--- config.mk ---
export PLATFORM = sky130hd
export DESIGN_NAME = base64_stream_encoder_top
export DESIGN_NICKNAME = d
export VERILOG_FILES = /design/src/sv/b64e_pkg.sv /design/src/sv/base64_stream_encoder_top.sv
export VERILOG_INCLUDE_DIRS = /design/src /design/src/sv
export SDC_FILE = /design/constraint.sdc
export NUM_CORES = 1
export LEC_CHECK = 0
export ABC_AREA = 1
export BUFFER_PORTS_ARGS = -buffer_cell sky130_fd_sc_hd__clkbuf_2
export CAP_MARGIN = 25
export CORE_MARGIN = 4
export CORE_UTILIZATION = 55
export CTS_BUF_LIST = sky130_fd_sc_hd__clkbuf_4 sky130_fd_sc_hd__clkbuf_8
export DETAILED_ROUTE_END_ITERATION = 10
export PLACE_DENSITY = 0.74
export SYNTH_ARGS = -nofsm -noshare
export SYNTH_HDL_FRONTEND = slang
export SYNTH_SLANG_ARGS = --single-unit
--- constraint.sdc ---
create_clock -name clock -period 3.24 [get_ports clock]
set_input_delay 0.648 -clock clock [delete_from_list [all_inputs] [get_ports clock]]
set_output_delay 0.648 -clock clock [all_outputs]
set_load 0.02 [all_outputs]
--- src/sv/base64_stream_encoder_top_assert.svh ---
// Assertion macros for the Base64 stream encoder.
`ifndef BASE64_STREAM_ENCODER_TOP_ASSERT_SVH
`define BASE64_STREAM_ENCODER_TOP_ASSERT_SVH

`ifndef SYNTHESIS
// Same-cycle implication, checked outside reset.
`define B64E_ASSERT_NOW(label, clk, rst, ante, cons) \
   label: assert property (@(posedge clk) disable iff (rst) (ante) |-> (cons)) \
      else $error("b64e assertion failed");
// Next-cycle implication, checked outside reset.
`define B64E_ASSERT_NEXT(label, clk, rst, ante, cons) \
   label: assert property (@(posedge clk) disable iff (rst) (ante) |=> (cons)) \
      else $error("b64e assertion failed");
`else
`define B64E_ASSERT_NOW(label, clk, rst, ante, cons)
`define B64E_ASSERT_NEXT(label, clk, rst, ante, cons)
`endif

`endif

--- src/sv/b64e_pkg.sv ---
// Shared constants, types and the alphabet lookup for the Base64 stream encoder.
package b64e_pkg;

   localparam int unsigned MAX_CHARS = 6;
   localparam int unsigned CNT_W     = $clog2(MAX_CHARS + 1);

   localparam logic [4:0] GROUPS_PER_LINE = 5'd19;
   localparam logic [7:0] PAD_CHAR        = 8'h3D;
   localparam logic [7:0] NEWLINE_CHAR    = 8'h0A;

   // position of the next byte in its three-byte group
   typedef enum logic [1:0] {
      PH_FIRST  = 2'd0,
      PH_SECOND = 2'd1,
      PH_THIRD  = 2'd2
   } phase_type;

   typedef logic [CNT_W-1:0] cnt_type;

   // standard alphabet: A-Z, a-z, 0-9, '+', '/'
   function automatic logic [7:0] b64_char(input logic [5:0] idx);
      logic [7:0] r;
      if (idx < 6'd26) begin
         r = 8'h41 + {2'b00, idx};
      end else if (idx < 6'd52) begin
         r = 8'h61 + {2'b00, idx} - 8'd26;
      end else if (idx < 6'd62) begin
         r = 8'h30 + {2'b00, idx} - 8'd52;
      end else if (idx == 6'd62) begin
         r = 8'h2B;
      end else begin
         r = 8'h2F;
      end
      return r;
   endfunction

endpackage

--- src/sv/base64_stream_encoder_top.sv ---
// Base64 stream encoder: one byte in, up to six output characters out.
//
// Accepts raw bytes (req_) and emits Base64 ASCII characters (rsp_), one
// character per cycle while rsp_stall is low. A byte produces 1 to 6
// characters: one for a first or second byte of a group, two for a third
// (three if it ends a line), more on a last byte (pads, newlines). Each
// accepted byte's characters are computed combinationally into a six-entry
// character buffer, which drains through a single output register at one
// character per cycle unless rsp_stall holds it; the next byte is accepted
// in the cycle the buffer hands over its final character. Throughput is
// therefore set by the output register: mid-stream, a byte yields 4/3
// characters on average (2 for a third byte). line_feed_enable is written
// through csr_ (always ready) and adds a newline after every 76 characters
// plus a final newline; write it only while the encoder is idle.
`include "base64_stream_encoder_top_assert.svh"

module base64_stream_encoder_top (
   input  logic       clock,
   input  logic       reset,
   // byte input
   input  logic       req_valid,
   output logic       req_stall,
   input  logic [7:0] req_data_byte,
   input  logic       req_last_byte,
   // character output
   output logic       rsp_valid,
   input  logic       rsp_stall,
   output logic [7:0] rsp_out_char,
   output logic       rsp_out_last,
   // configuration
   input  logic       csr_valid,
   output logic       csr_ready,
   input  logic       csr_line_feed_enable
);
   import b64e_pkg::*;

   logic            lfe_ff;
   phase_type       phase_ff, phase_in;
   logic [3:0]      left_ff, left_in;
   logic [4:0]      gil_ff, gil_in;
   logic [4:0]      gil_inc;
   logic [7:0]      buf_ff [MAX_CHARS];
   logic [7:0]      chars_in [MAX_CHARS];
   cnt_type         buf_cnt_ff, cnt_in;
   cnt_type         buf_idx_ff;
   logic            buf_last_ff;
   logic            buf_valid;
   logic            load;
   logic            final_char;
   logic            accept;
   logic            done;
   logic            rsp_valid_ff;
   logic [7:0]      rsp_char_ff;
   logic            rsp_last_ff;

   // configuration register
   assign csr_ready = 1'b1;
   always_ff @(posedge clock) begin
      if (reset) begin
         lfe_ff <= 1'b0;
      end else if (csr_valid && csr_ready) begin
         lfe_ff <= csr_line_feed_enable;
      end
   end

   // buffer drain and input handshake
   assign buf_valid  = (buf_idx_ff < buf_cnt_ff);
   assign load       = buf_valid && (!rsp_valid_ff || !rsp_stall);
   assign final_char = (buf_idx_ff == buf_cnt_ff - cnt_type'(1));
   assign req_stall  = buf_valid && !(load && final_char);
   assign accept     = req_valid && !req_stall;

   // characters and next state for one byte
   always_comb begin
      for (int i = 0; i < MAX_CHARS; i++) begin
         chars_in[i] = PAD_CHAR;
      end
      cnt_in   = '0;
      done     = 1'b0;
      phase_in = phase_ff;
      left_in  = left_ff;
      gil_in   = gil_ff;
      gil_inc  = gil_ff + 5'd1;
      case (phase_ff)
         PH_SECOND: begin
            chars_in[0] = b64_char({left_ff[1:0], req_data_byte[7:4]});
            if (req_last_byte) begin
               chars_in[1] = b64_char({req_data_byte[3:0], 2'b00});
               chars_in[2] = PAD_CHAR;
               cnt_in      = cnt_type'(3);
               done        = 1'b1;
            end else begin
               cnt_in   = cnt_type'(1);
               left_in  = req_data_byte[3:0];
               phase_in = PH_THIRD;
            end
         end
         PH_THIRD: begin
            chars_in[0] = b64_char({left_ff, req_data_byte[7:6]});
            chars_in[1] = b64_char(req_data_byte[5:0]);
            cnt_in      = cnt_type'(2);
            done        = 1'b1;
         end
         default: begin
            chars_in[0] = b64_char(req_data_byte[7:2]);
            if (req_last_byte) begin
               chars_in[1] = b64_char({req_data_byte[1:0], 4'b0000});
               chars_in[2] = PAD_CHAR;
               chars_in[3] = PAD_CHAR;
               cnt_in      = cnt_type'(4);
               done        = 1'b1;
            end else begin
               cnt_in   = cnt_type'(1);
               left_in  = {2'b00, req_data_byte[1:0]};
               phase_in = PH_SECOND;
            end
         end
      endcase
      // group complete: count it, newline at the end of a line when line feeds are enabled
      if (done) begin
         if (gil_inc >= GROUPS_PER_LINE) begin
            gil_in = '0;
            if (lfe_ff) begin
               chars_in[cnt_in] = NEWLINE_CHAR;
               cnt_in           = cnt_in + cnt_type'(1);
            end
         end else begin
            gil_in = gil_inc;
         end
         phase_in = PH_FIRST;
         left_in  = '0;
      end
      // end of message: final newline when line feeds are enabled, back to start
      if (req_last_byte) begin
         if (lfe_ff) begin
            chars_in[cnt_in] = NEWLINE_CHAR;
            cnt_in           = cnt_in + cnt_type'(1);
         end
         phase_in = PH_FIRST;
         left_in  = '0;
         gil_in   = '0;
      end
   end

   // encoder state
   always_ff @(posedge clock) begin
      if (reset) begin
         phase_ff <= PH_FIRST;
         left_ff  <= '0;
         gil_ff   <= '0;
      end else if (accept) begin
         phase_ff <= phase_in;
         left_ff  <= left_in;
         gil_ff   <= gil_in;
      end
   end

   // character buffer control
   always_ff @(posedge clock) begin
      if (reset) begin
         buf_cnt_ff <= '0;
         buf_idx_ff <= '0;
      end else if (accept) begin
         buf_cnt_ff <= cnt_in;
         buf_idx_ff <= '0;
      end else if (load) begin
         buf_idx_ff <= buf_idx_ff + cnt_type'(1);
      end
   end

   // character buffer payload
   always_ff @(posedge clock) begin
      if (accept) begin
         buf_ff      <= chars_in;
         buf_last_ff <= req_last_byte;
      end
   end

   // output register
   always_ff @(posedge clock) begin
      if (reset) begin
         rsp_valid_ff <= 1'b0;
      end else if (load) begin
         rsp_valid_ff <= 1'b1;
      end else if (!rsp_stall) begin
         rsp_valid_ff <= 1'b0;
      end
   end

   always_ff @(posedge clock) begin
      if (load) begin
         rsp_char_ff <= buf_ff[buf_idx_ff];
         rsp_last_ff <= buf_last_ff && final_char;
      end
   end

   assign rsp_valid    = rsp_valid_ff;
   assign rsp_out_char = rsp_char_ff;
   assign rsp_out_last = rsp_last_ff;

   // checks
   `B64E_ASSERT_NOW(a_idx_in_range, clock, reset, 1'b1, buf_idx_ff <= buf_cnt_ff)
   `B64E_ASSERT_NEXT(a_accept_fills, clock, reset, accept,
      buf_valid && (buf_idx_ff == '0))
   `B64E_ASSERT_NEXT(a_last_resets, clock, reset, accept && req_last_byte,
      (phase_ff == PH_FIRST) && (gil_ff == '0) && (left_ff == '0))

endmodule
==> results by group, run 1 <==
Outcome
  • Status: completed

Clock network
  • Clock transition at the registers of the reported paths: 0.09 ns
  • CTS tree: done
  • Root Buffer: clkbuf_8
  • CTS Buf Count: 5
  • Clk Latency, worst-skew pair: 0.31 ns
  • Deepest clock path buffer count: 2
  • Clk sink count: 53
  • Hold buffers post-CTS: 0
  • Postcts setup bufs: 0
  • H-Tree Depth: 2
  • Post-cts sizing count: 0

STA
  • Fin. max-slew vios: 0
  • Fmax: 0.3292 GHz
  • RSZ-0062 raised after global routing: false
  • Least-Margin Pin Slew: 0.6283 ns
  • Total negative setup slack: 0 ns
  • Clock skew: 0.01333 ns
  • Worst slew margin: 0.5796
  • Min Tclk post-route: ~3.0 ns
  • Period utilization: 0.9374
  • Hold Vio Cnt, Final: 0
  • Setup-failing EPs final: 0

Setup path
  • Startpoint types: flop
  • Worst-path cell chain: inv_1 -> ha_1 -> nor3b_2 -> nand3_2 -> o21ai_4 -> inv_1 -> clkbuf_2
  • Worst reg-to-reg path cell count: 7
  • CP Capture Type: output pin
  • Worst path max stage delay: between 0.6 and 0.7 ns
  • Cell mode on critical path: inv_1
  • Buf+Inv Stages, Crit Path: 3
  • CP top delay family: flip-flops
  • Crit. path cell count: 7
  • Required @ worst endpoint: approximately 2.6 ns
  • Max FO, Critical Path: 15
  • Slowest CP cell: dfxtp_1
  • Crit Path Class: flop to output pin
  • Arr. time, crit path: 2.39 ns

Die
  • Die width: between 100 and 150 µm
  • Die height: between 100 and 150 µm
  • Core ar.: ~8200 µm²
  • Initial Util: 0.5681
  • I/O pins: 27
  • FP Rows: 33
  • Die area: between 10,000 and 15,000 µm²

Global routing
  • First-pass GRT wire length: 20.22 mm
  • Gr ovfl total: 0
  • Vias in the first global route: 4,285
  • Pin count of the biggest net entering global routing: 28
  • Initial antenna violation count: 0
  • GRT Overall Usage: 0.2486

Synth
  • Count leader, synth: nand2_1
  • Post-synth top area cell: edfxtp_1
  • Yosys warnings: 0
  • Gate count after technology mapping: 680
  • Cell area after synthesis: about 4700 µm²
  • Number of flops mapped to enable cells by yosys: 34
  • Seq/Total Area, Yosys: 0.3002
  • Syn_nets: around 730
  • Yosys cell types: 46
  • #FFs+latches synth: 53
  • Most frequent cells after synthesis: nand2_1 (184), inv_1 (83), nor2_1 (64), nand3_1 (49), o21ai_0 (46)
  • Avg Cell Area, Syn: 6.865 µm²
  • Ys flop type: edfxtp_1
  • Ranking of synthesized cells by area: edfxtp_1 (22%), nand2_1 (15%), ha_1 (9.1%), dfxtp_1 (8.1%), inv_1 (6.7%)
  • Top-area cell type share of the netlist area: 0.2187
  • FFs w/ async S/R, synth: 0

Min path
  • Min-Delay Path Class: flop to flop
  • Hold Path Stages: 2

Cells and area
  • FF/Latch Area: approximately 1400 µm²
  • Multi-input gate area: 2808 µm²
  • Share of layout cells above drive strength 1: 0.09209
  • Non-Filler Instances: 800
  • ANT cells: 0
  • Fillers: 774
  • Area grow syn2layout: 5.334%
  • Final net count: 743

Route
  • Initial DRC Count: 290
  • DR vias: between 4,000 and 5,000
  • DRC violations left: 0
  • Number of routed nets with antenna violations: 0
  • Pre-antenna DRT Iters: 5
  • Routed wire per std cell: 15.32 µm
  • DR vias/cell: 5.776
  • Final WL: around 12 mm

Placed design
  • Placed cell count: 792
  • HPWL after DPL: 9.597 mm
  • Number of port buffers: 25
  • Placer Congestion: roughly 1

Pwr
  • Final Total Pwr: 1.944 mW
  • Worst vdd ir: approximately 0.20 mV
  • Leak: 2.237 nW
  • PwrDens: 395.3 nW/µm²

Job
  • Maxcap violations: 0
through the flow:
step	cell area, µm²	utilization	setup slack, ns	hold slack, ns
floorplan	4668	-	0.9484	0.4258
global placement	4826	0.5873	0.5035	0.4419
detailed placement	4826	0.5873	0.4616	0.4520
CTS	4917	0.5984	0.2086	0.4672
global route	4917	0.5984	0.01830	0.4950
finish	4917	0.5984	0.2027	0.4676
logic make-up (layout without fill, tap and decap cells):
family                     count (synthesis)  after routing  share of synthesized area
and+or+nand+nor                          334            334                     0.3112
AOI/OAI and AO/OA                        134            134                     0.1718
buffers and inverters                    110            125                    0.09836
DFF                                       53             53                     0.3002
adders and majority gates                 34             34                    0.09113
xor gates and xnor gates                  13             13                    0.02439
other                                      1              1                  0.0008033
muxes                                      1              1                   0.002144
path summary, 6_finish.rpt:
kind	to	start	slack, ns
worst max-delay path	req_stall	buf_idx_ff[0]$_SDFFE_PP0P_	0.20
worst min-delay path	buf_cnt_ff[1]$_SDFFE_PP0P_	buf_cnt_ff[1]$_SDFFE_PP0P_	0.47
worst max register to register	buf_ff[34]$_DFFE_PP_	buf_idx_ff[0]$_SDFFE_PP0P_	0.44
worst min register to register	buf_cnt_ff[1]$_SDFFE_PP0P_	buf_cnt_ff[1]$_SDFFE_PP0P_	0.47
worst min-delay path: stages (launching register included):
cell and delay, ns:
dfxtp_1 0.32, nand2_1 0.06, nand2_1 0.05
area by class of cell:
cell class / instances / share of cell area
multi-input combinational: 517 / 0.5710
sequential: 53 / 0.2850
inverter: 88 / 0.06718
timing repair buffer: 29 / 0.03155
tap: 105 / 0.02672
clock buffer: 7 / 0.01705
clock inverter: 1 / 0.001527
state kept, by name, summed over array words and instances (netlist names):
| name | flops |
|---|---|
| buf_last_ff | 1 |
| left_ff | 4 |
| rsp_valid | 1 |
| rsp_out_last | 1 |
| buf_idx_ff | 3 |
| rsp_out_char | 8 |
| lfe_ff | 1 |
| phase_ff | 2 |
| gil_ff | 5 |
| buf_ff | 24 |
| buf_cnt_ff | 3 |
per-layer routing:
| metal | global-route usage | vias up | routed length, µm |
|---|---|---|---|
| met1 | 0.3269 | 2110 | 5152 |
| met2 | 0.4159 | 189 | 5943 |
| met3 | 0.03336 | 26 | 834 |
| li1 | - | 2296 | - |
| met5 | 0 | - | 0 |
| met4 | 0.09430 | 0 | 325 |
where the power goes:
part,switching [mW],internal [mW]
Combinational,0.459,0.200
Clock,0.216,0.170
Sequential,0.0519,0.846
cell usage in the layout (no fill, tap or decap), types with 3 or more instances in the layout:
cell / instances
a211oi_1: 3
a21oi_1: 35
a31oi_1: 8
buf_4: 4
clkbuf_2: 25
clkbuf_8: 5
dfxtp_1: 19
edfxtp_1: 34
ha_1: 34
inv_1: 83
inv_2: 5
nand2_1: 184
nand2_2: 3
nand2_4: 3
nand3_1: 49
nand3_2: 4
nand4_1: 6
nor2_1: 64
nor2_2: 4
nor3_1: 10
o211ai_1: 13
o21ai_0: 46
o21ai_1: 3
o22ai_1: 9
o31ai_1: 5
xnor2_1: 5
xor2_1: 8
Power figures use the tool's default switching activity.
==> run 2: changes to the inputs <==
--- a/config.mk
+++ b/config.mk
@@ -14,6 +14,7 @@
 export CTS_BUF_LIST = sky130_fd_sc_hd__clkbuf_4 sky130_fd_sc_hd__clkbuf_8
 export DETAILED_ROUTE_END_ITERATION = 10
 export PLACE_DENSITY = 0.74
+export SETUP_SLACK_MARGIN = 0.5
 export SYNTH_ARGS = -nofsm -noshare
 export SYNTH_HDL_FRONTEND = slang
 export SYNTH_SLANG_ARGS = --single-unit
==> constraint.sdc (replaced) <==
create_clock -name clock -period 2.95 [get_ports clock]
set_input_delay 0.59 -clock clock [delete_from_list [all_inputs] [get_ports clock]]
set_output_delay 0.59 -clock clock [all_outputs]
set_load 0.02 [all_outputs]
==> run 2 against run 1 <==
Die area unchanged. Global-route usage increased by 0.77 points. Largest power group unchanged. Via count decreased by 1.3%. Setup slack improved by 0.38 ns. Sequential share of layout area decreased by 0.56 points. Hold slack improved by 0.0018 ns.
==> results by group, run 2 (same netlist as run 1, synthesis figures left out) <==
Outcome
  • Status: completed

Cells and area
  • Final net count: 752 (+1.2%)
  • Commonest non-fill, non-tap cell in the layout: nand2_1
  • Largest register by flop count: buf_ff
  • Multi-input gate area: 2844 µm² (+1.3%)
  • Fillers: 760 (-1.8%)
  • FF/Latch Area: 1408 µm² (+0.45%)
  • ANT cells: 0 (unchanged)
  • Share of layout cells above drive strength 1: 0.1193 (+0.02723)
  • Most frequent cells in the layout: nand2_1 (184), inv_1 (81), nor2_1 (62)
  • Area grow syn2layout: 7.933%
  • Max reg flops: 24 (unchanged)

STA
  • RSZ-0062 raised after global routing: true
  • Worst hold margin: 0.4694 ns (+0.001802 ns)
  • Hold Vio Cnt, Final: 0 (unchanged)
  • Fin. max-slew vios: 0 (unchanged)
  • Clock skew: 0.01182 ns (-0.001514 ns)
  • Setup-failing EPs final: 0 (unchanged)
  • Period utilization: 0.8023
  • Min Tclk post-route: approximately 2.4 ns
  • Fmax: around 0.42 GHz
  • Total negative setup slack: 0 ns (unchanged)

Clock network
  • Root Buffer: clkbuf_8
  • CTS Buf Count: 5 (unchanged)
  • Clk Latency, worst-skew pair: 0.31 ns (about the same)
  • Clk sink count: 53 (unchanged)
  • CTS tree: done
  • Deepest clock path buffer count: 2 (unchanged)
  • H-Tree Depth: 2 (unchanged)
  • Clock transition at the registers of the reported paths: 0.11 ns (+0.02 ns)

Route
  • Pre-antenna DRT Iters: 5 (unchanged)
  • Routed length on met3: 628 µm (-25%)
  • Routed wire per std cell: 15.41 µm (+0.61%)
  • DR top layer: met4
  • Met2 wire len: 6.016 mm (+1.2%)
  • Met1 WL: 5.564 mm (+8.0%)
  • Initial DRC Count: 225 (-22%)
  • Final WL: 12.47 mm (+1.7%)
  • DRC violations left: 0 (unchanged)
  • DR vias: 4,563 (-1.3%)
  • Number of routed nets with antenna violations: 0 (unchanged)
  • DR vias/cell: 5.640 (-2.4%)

Setup path
  • CP Capture Type: output pin
  • CP top delay family: flip-flops
  • Worst reg-to-reg path cell count: 13 (+6)
  • Startpoint types: flop
  • Crit. path cell count: 7 (unchanged)
  • Worst-path cell chain: ha_1 -> nand2_1 -> nor2_1 -> a211oi_2 -> o21ai_4 -> inv_1 -> buf_4
  • Slowest CP cell: dfxtp_1
  • Worst path max stage delay: 0.48 ns (-0.13 ns)
  • Arr. time, crit path: 1.78 ns (-0.61 ns)
  • Required @ worst endpoint: 2.36 ns (-0.23 ns)
  • Max FO, Critical Path: 6 (-9)
  • Crit Path Class: flop to output pin
  • Buf+Inv Stages, Crit Path: 2 (-1)

Min path
  • Hold Path Stages: 2 (unchanged)
  • Min-Delay Path Class: flop to flop

Pwr
  • PwrDens: 434.4 nW/µm² (+9.9%)
  • Leak: 2.282 nW (+2.0%)
  • Worst vdd ir: 0.2485 mV (+22%)

Die
  • Die area: 10,030 µm² (unchanged)
  • I/O pins: 27 (unchanged)
  • Die width: 100.1 µm (unchanged)
  • Core ar.: 8217 µm² (unchanged)
  • FP Rows: 33 (unchanged)
  • Initial Util: 0.5681 (unchanged)
  • Die height: 100.1 µm (unchanged)

Global routing
  • Vias in the first global route: 4,360 (+1.8%)
  • Pin count of the biggest net entering global routing: 28 (unchanged)
  • GRT Overall Usage: 0.2563 (+0.007664)
  • First-pass GRT wire length: 20.74 mm (+2.6%)
  • Gr ovfl total: 0 (unchanged)
  • Initial antenna violation count: 0 (unchanged)

Placed design
  • Number of port buffers: 25 (unchanged)
  • HPWL after DPL: 9.705 mm (+1.1%)
  • Placer Congestion: 0.9214 (-8.1%)

Job
  • Maxcap violations: 0 (unchanged)
## run 2: cell types whose count changed in the layout (fill, tap and decap cells not counted), sizes merged
cell      delta
buf         +10
clkbuf       -3
clkinvlp     +1
inv          +1
## run 2: final timing paths
| check | start | endpoint | slack, ns |
|---|---|---|---|
| max reg2reg | phase_ff[0]$_SDFFE_PP0P_ | buf_cnt_ff[1]$_SDFFE_PP0P_ | 0.70 |
| min reg2reg | buf_cnt_ff[1]$_SDFFE_PP0P_ | buf_cnt_ff[1]$_SDFFE_PP0P_ | 0.47 |
| max | buf_idx_ff[2]$_SDFFE_PP0P_ | req_stall | 0.58 |
| min | buf_cnt_ff[1]$_SDFFE_PP0P_ | buf_cnt_ff[1]$_SDFFE_PP0P_ | 0.47 |
## run 2: worst reg2reg max path, stage by stage (launching register included)
cell	delay, ns
dfxtp_1	0.39
inv_1	0.11
ha_4	0.32
nand2_4	0.11
inv_1	0.09
nor2_2	0.18
nand4_2	0.18
nand2_2	0.15
inv_1	0.08
ha_1	0.29
nor2_1	0.10
nor2_1	0.05
nand2_1	0.05
nand2_1	0.04
## run 2: stage by stage
step | util | instance area [µm²] | std cells | power (mW) | setup WS [ns]
finish | 0.6132 | 5039 | 809 | 2.189 | 0.5832
global route | 0.6132 | 5039 | 809 | 2.318 | 0.4895
CTS | 0.6047 | 4969 | 806 | 2.168 | 0.5029
detailed placement | 0.5919 | 4863 | 797 | 1.730 | 0.3117
global placement | 0.5919 | 4863 | 797 | 1.714 | 0.3037
floorplan | - | 4668 | 680 | 1.522 | 0.6584
## run 2: what timing repair did
action,4_1_cts,5_1_grt
pin swaps,1,3
resized for setup,2,16
setup endpoints to repair,3,37
setup buffers,1,3
hold buffers,0,0
## run 2: power breakdown
| group | total [mW] | leakage [nW] | internal [mW] | switching (mW) |
|---|---|---|---|---|
| logic | 0.774 | 1.76 | 0.249 | 0.525 |
| clock network | 0.438 | 0.0466 | 0.174 | 0.264 |
| registers | 0.977 | 0.472 | 0.930 | 0.0473 |
## run 2: layout make-up
type / instances / area share
multi-input combinational: 517 / 0.5644
clock inverter: 3 / 0.004966
inverter: 88 / 0.06680
tap: 105 / 0.02607
timing repair buffer: 38 / 0.04470
sequential: 53 / 0.2794
clock buffer: 5 / 0.01366
## run 2: layer usage
layer  vias to the layer above  global-route usage
met5                         -                   0
met4                         0             0.08290
met3                        21             0.03266
met2                       145              0.4353
met1                      2081              0.3384
li1                       2316                   -
==> run 3: changes to the inputs <==
--- a/config.mk
+++ b/config.mk
@@ -13,7 +13,7 @@
 export CORE_UTILIZATION = 55
 export CTS_BUF_LIST = sky130_fd_sc_hd__clkbuf_4 sky130_fd_sc_hd__clkbuf_8
 export DETAILED_ROUTE_END_ITERATION = 10
-export PLACE_DENSITY = 0.74
+export PLACE_DENSITY = 0.77
 export SETUP_SLACK_MARGIN = 0.5
 export SYNTH_ARGS = -nofsm -noshare
 export SYNTH_HDL_FRONTEND = slang
==> constraint.sdc (replaced) <==
create_clock -name clock -period 2 [get_ports clock]
set_input_delay 0.4 -clock clock [delete_from_list [all_inputs] [get_ports clock]]
set_output_delay 0.4 -clock clock [all_outputs]
set_load 0.02 [all_outputs]
==> run 3 against run 2 <==
The run now ends with negative setup slack left. Clock skew increased by 0.021 ns. Final cell count increased by 11%. Via count increased by 27%. Final area increased by 38%. Core utilization increased by 23 points. Flip-flop and latch count unchanged. Non-clock buffer count increased by 87. Largest cell class unchanged. Largest power group is now combinational logic.
==> results by group, run 3 (same netlist as run 1, synthesis figures left out) <==
Pwr
  • Leak: 2.924 nW (+28%)
  • PwrDens: 600.3 nW/µm² (+38%)
  • Worst vdd ir: 0.3969 mV (+60%)
  • Final Total Pwr: 4.172 mW (+91%)

STA
  • Least-Margin Pin Slew: 0.5169 ns
  • Fin. max-slew vios: 0 (unchanged)
  • RSZ-0062 raised after global routing: true
  • Fmax: between 0.4 and 0.5 GHz
  • Period utilization: 1.102
  • Min Tclk post-route: 2.205 ns
  • Clock skew: 0.03269 ns (+0.02087 ns)
  • Worst slew margin: 0.6518
  • Hold Vio Cnt, Final: 0 (unchanged)
  • Setup-failing EPs final: 44 (+44)
  • Post-route setup slack: -0.2045 ns (-0.7877 ns)

Clock network
  • Root Buffer: clkbuf_8
  • H-Tree Depth: 2 (unchanged)
  • Deepest clock path buffer count: 2 (unchanged)
  • Clock transition at the registers of the reported paths: 0.13 ns (+0.02 ns)
  • CTS Buf Count: 5 (unchanged)
  • Clk sink count: 53 (unchanged)
  • Clk Latency, worst-skew pair: 0.35 ns (+0.04 ns)
  • CTS tree: done

Setup path
  • Buf+Inv Stages, Crit Path: 3 (+1)
  • CP top delay family: flip-flops
  • Arr. time, crit path: 1.80 ns (+0.02 ns)
  • Crit Path Class: flop to output pin
  • Startpoint types: flop
  • Required @ worst endpoint: 1.60 ns (-0.76 ns)
  • Max FO, Critical Path: 2 (-4)
  • CP Capture Type: output pin
  • Worst-path cell chain: buf_6 -> ha_4 -> nor3b_2 -> nand3_2 -> o21ai_4 -> inv_1 -> clkbuf_8
  • Slowest CP cell: dfxtp_4
  • Worst path max stage delay: 0.39 ns (-0.09 ns)

Cells and area
  • Max reg flops: 24 (unchanged)
  • Final net count: 843 (+12%)
  • ANT cells: 0 (unchanged)
  • Final Core Density: 0.8457 (+0.2325)
  • Commonest non-fill, non-tap cell in the layout: nand2_1
  • Cell area after layout: 6949 µm² (+38%)
  • Share of layout cells above drive strength 1: 0.4151 (+0.2958)
  • Most frequent cells in the layout: nand2_1 (150), buf_4 (68), inv_1 (52)
  • Largest register by flop count: buf_ff
  • Area grow syn2layout: 48.86%
  • Non-Filler Instances: 900 (+11%)

Placed design
  • Number of port buffers: 25 (unchanged)
  • HPWL after DPL: 10.95 mm (+13%)
  • Placed cell count: 840 (+5.4%)
  • Placer Congestion: 0.9815 (+6.5%)
  • Area post-placement: 5713 µm² (+17%)

Outcome
  • Status: finished, violations left
  • Failing checks: negative setup slack

Die
  • Initial Util: 0.5681 (unchanged)
  • Die width: 100.1 µm (unchanged)
  • I/O pins: 27 (unchanged)
  • Die height: 100.1 µm (unchanged)
  • Core ar.: 8217 µm² (unchanged)
  • Die area: 10,030 µm² (unchanged)
  • FP Rows: 33 (unchanged)

Route
  • Pre-antenna DRT Iters: 6 (+1)
  • DR vias: 5,811 (+27%)
  • Routed wire per std cell: 21.39 µm (+39%)
  • DRC violations left: 0 (unchanged)
  • Final WL: 19.25 mm (+54%)
  • DR vias/cell: 6.457 (+14%)
  • Initial DRC Count: 681 (+200%)
  • Number of routed nets with antenna violations: 0 (unchanged)

Global routing
  • First-pass GRT wire length: 25.04 mm (+21%)
  • Pin count of the biggest net entering global routing: 19 (-32%)
  • GRT Overall Usage: 0.3088 (+0.05246)
  • Vias in the first global route: 5,236 (+20%)
  • Initial antenna violation count: 0 (unchanged)
  • Gr ovfl total: 0 (unchanged)

Min path
  • Min-Delay Path Class: input port to flop

Job
  • Maxcap violations: 0 (unchanged)
run 3: path summary, 6_finish.rpt:
check | from | endpoint | slack (ns) | cells past startpoint
worst min-delay path | reset | rsp_valid$_SDFFE_PP0P_ | 0.33 | 2
worst max-delay path | buf_cnt_ff[0]$_SDFFE_PP0P_ | req_stall | -0.20 | 7
worst min register to register | buf_cnt_ff[1]$_SDFFE_PP0P_ | buf_cnt_ff[1]$_SDFFE_PP0P_ | 0.51 | 2
worst max register to register | phase_ff[0]$_SDFFE_PP0P_ | buf_cnt_ff[1]$_SDFFE_PP0P_ | -0.20 | 14
run 3: area by class of cell:
cell class | instances | area (µm²)
clock buffers | 5 | 68.82
clock inverters | 3 | 25.02
fillers | 468 | 1267
inverters | 88 | 431.7
multi-input cells | 518 | 3741
flip-flops and latches | 53 | 1436
well taps | 105 | 131.4
repair buffers | 125 | 1071
repair inverters | 3 | 43.79
run 3: layer usage:
metal | track usage | share of wire | wire length [µm] | vias up
met2 | 0.5158 | 0.48 | 9151 | 492
li1 | - | - | - | 2505
met3 | 0.04795 | 0.11 | 2035 | 174
met1 | 0.3883 | 0.34 | 6583 | 2640
met4 | 0.1503 | 0.077 | 1478 | 0
met5 | 0 | 0 | 0 | -
run 3: timing repair:
| item | 4_1_cts | 5_1_grt |
|---|---|---|
| pin swaps | 51 | 51 |
| resized for setup | 88 | 95 |
| hold buffers | 0 | 0 |
| buffers inserted | 28 | 20 |
| endpoints found under the setup margin | 77 | 83 |
| endpoints found under the hold margin | 0 | 0 |
| cloned | 2 | 2 |
run 3: worst reg2reg max path, stage by stage, from the launching register on:
cell and delay (ns):
dfxtp_4 0.38, inv_2 0.06, ha_4 0.32, inv_1 0.11, nand2_2 0.19, nand2_1 0.10
nand2_1 0.12, nand3_2 0.14, nand3_4 0.16, inv_4 0.06, ha_4 0.27, nor2_4 0.03
nor2_2 0.11, nand2_1 0.07, nand2_1 0.06
run 3: power breakdown:
part | leakage, nW | switching (mW) | internal (mW)
logic | 2.40 | 1.22 | 0.783
clock network | 0.0447 | 0.443 | 0.255
registers | 0.477 | 0.0959 | 1.37
total | 2.92 | 1.76 | 2.41
run 3: through the flow:
stage	setup TNS [ns]	hold slack [ns]	setup WS, ns
finish	-4.022	0.3262	-0.2045
global route	-5.377	0.3302	-0.2555
CTS	-0.1088	0.3156	-0.1088
detailed placement	-0.9833	0.4565	-0.04438
global placement	-0.04187	0.4444	-0.04187
floorplan	0	0.4308	0.1439
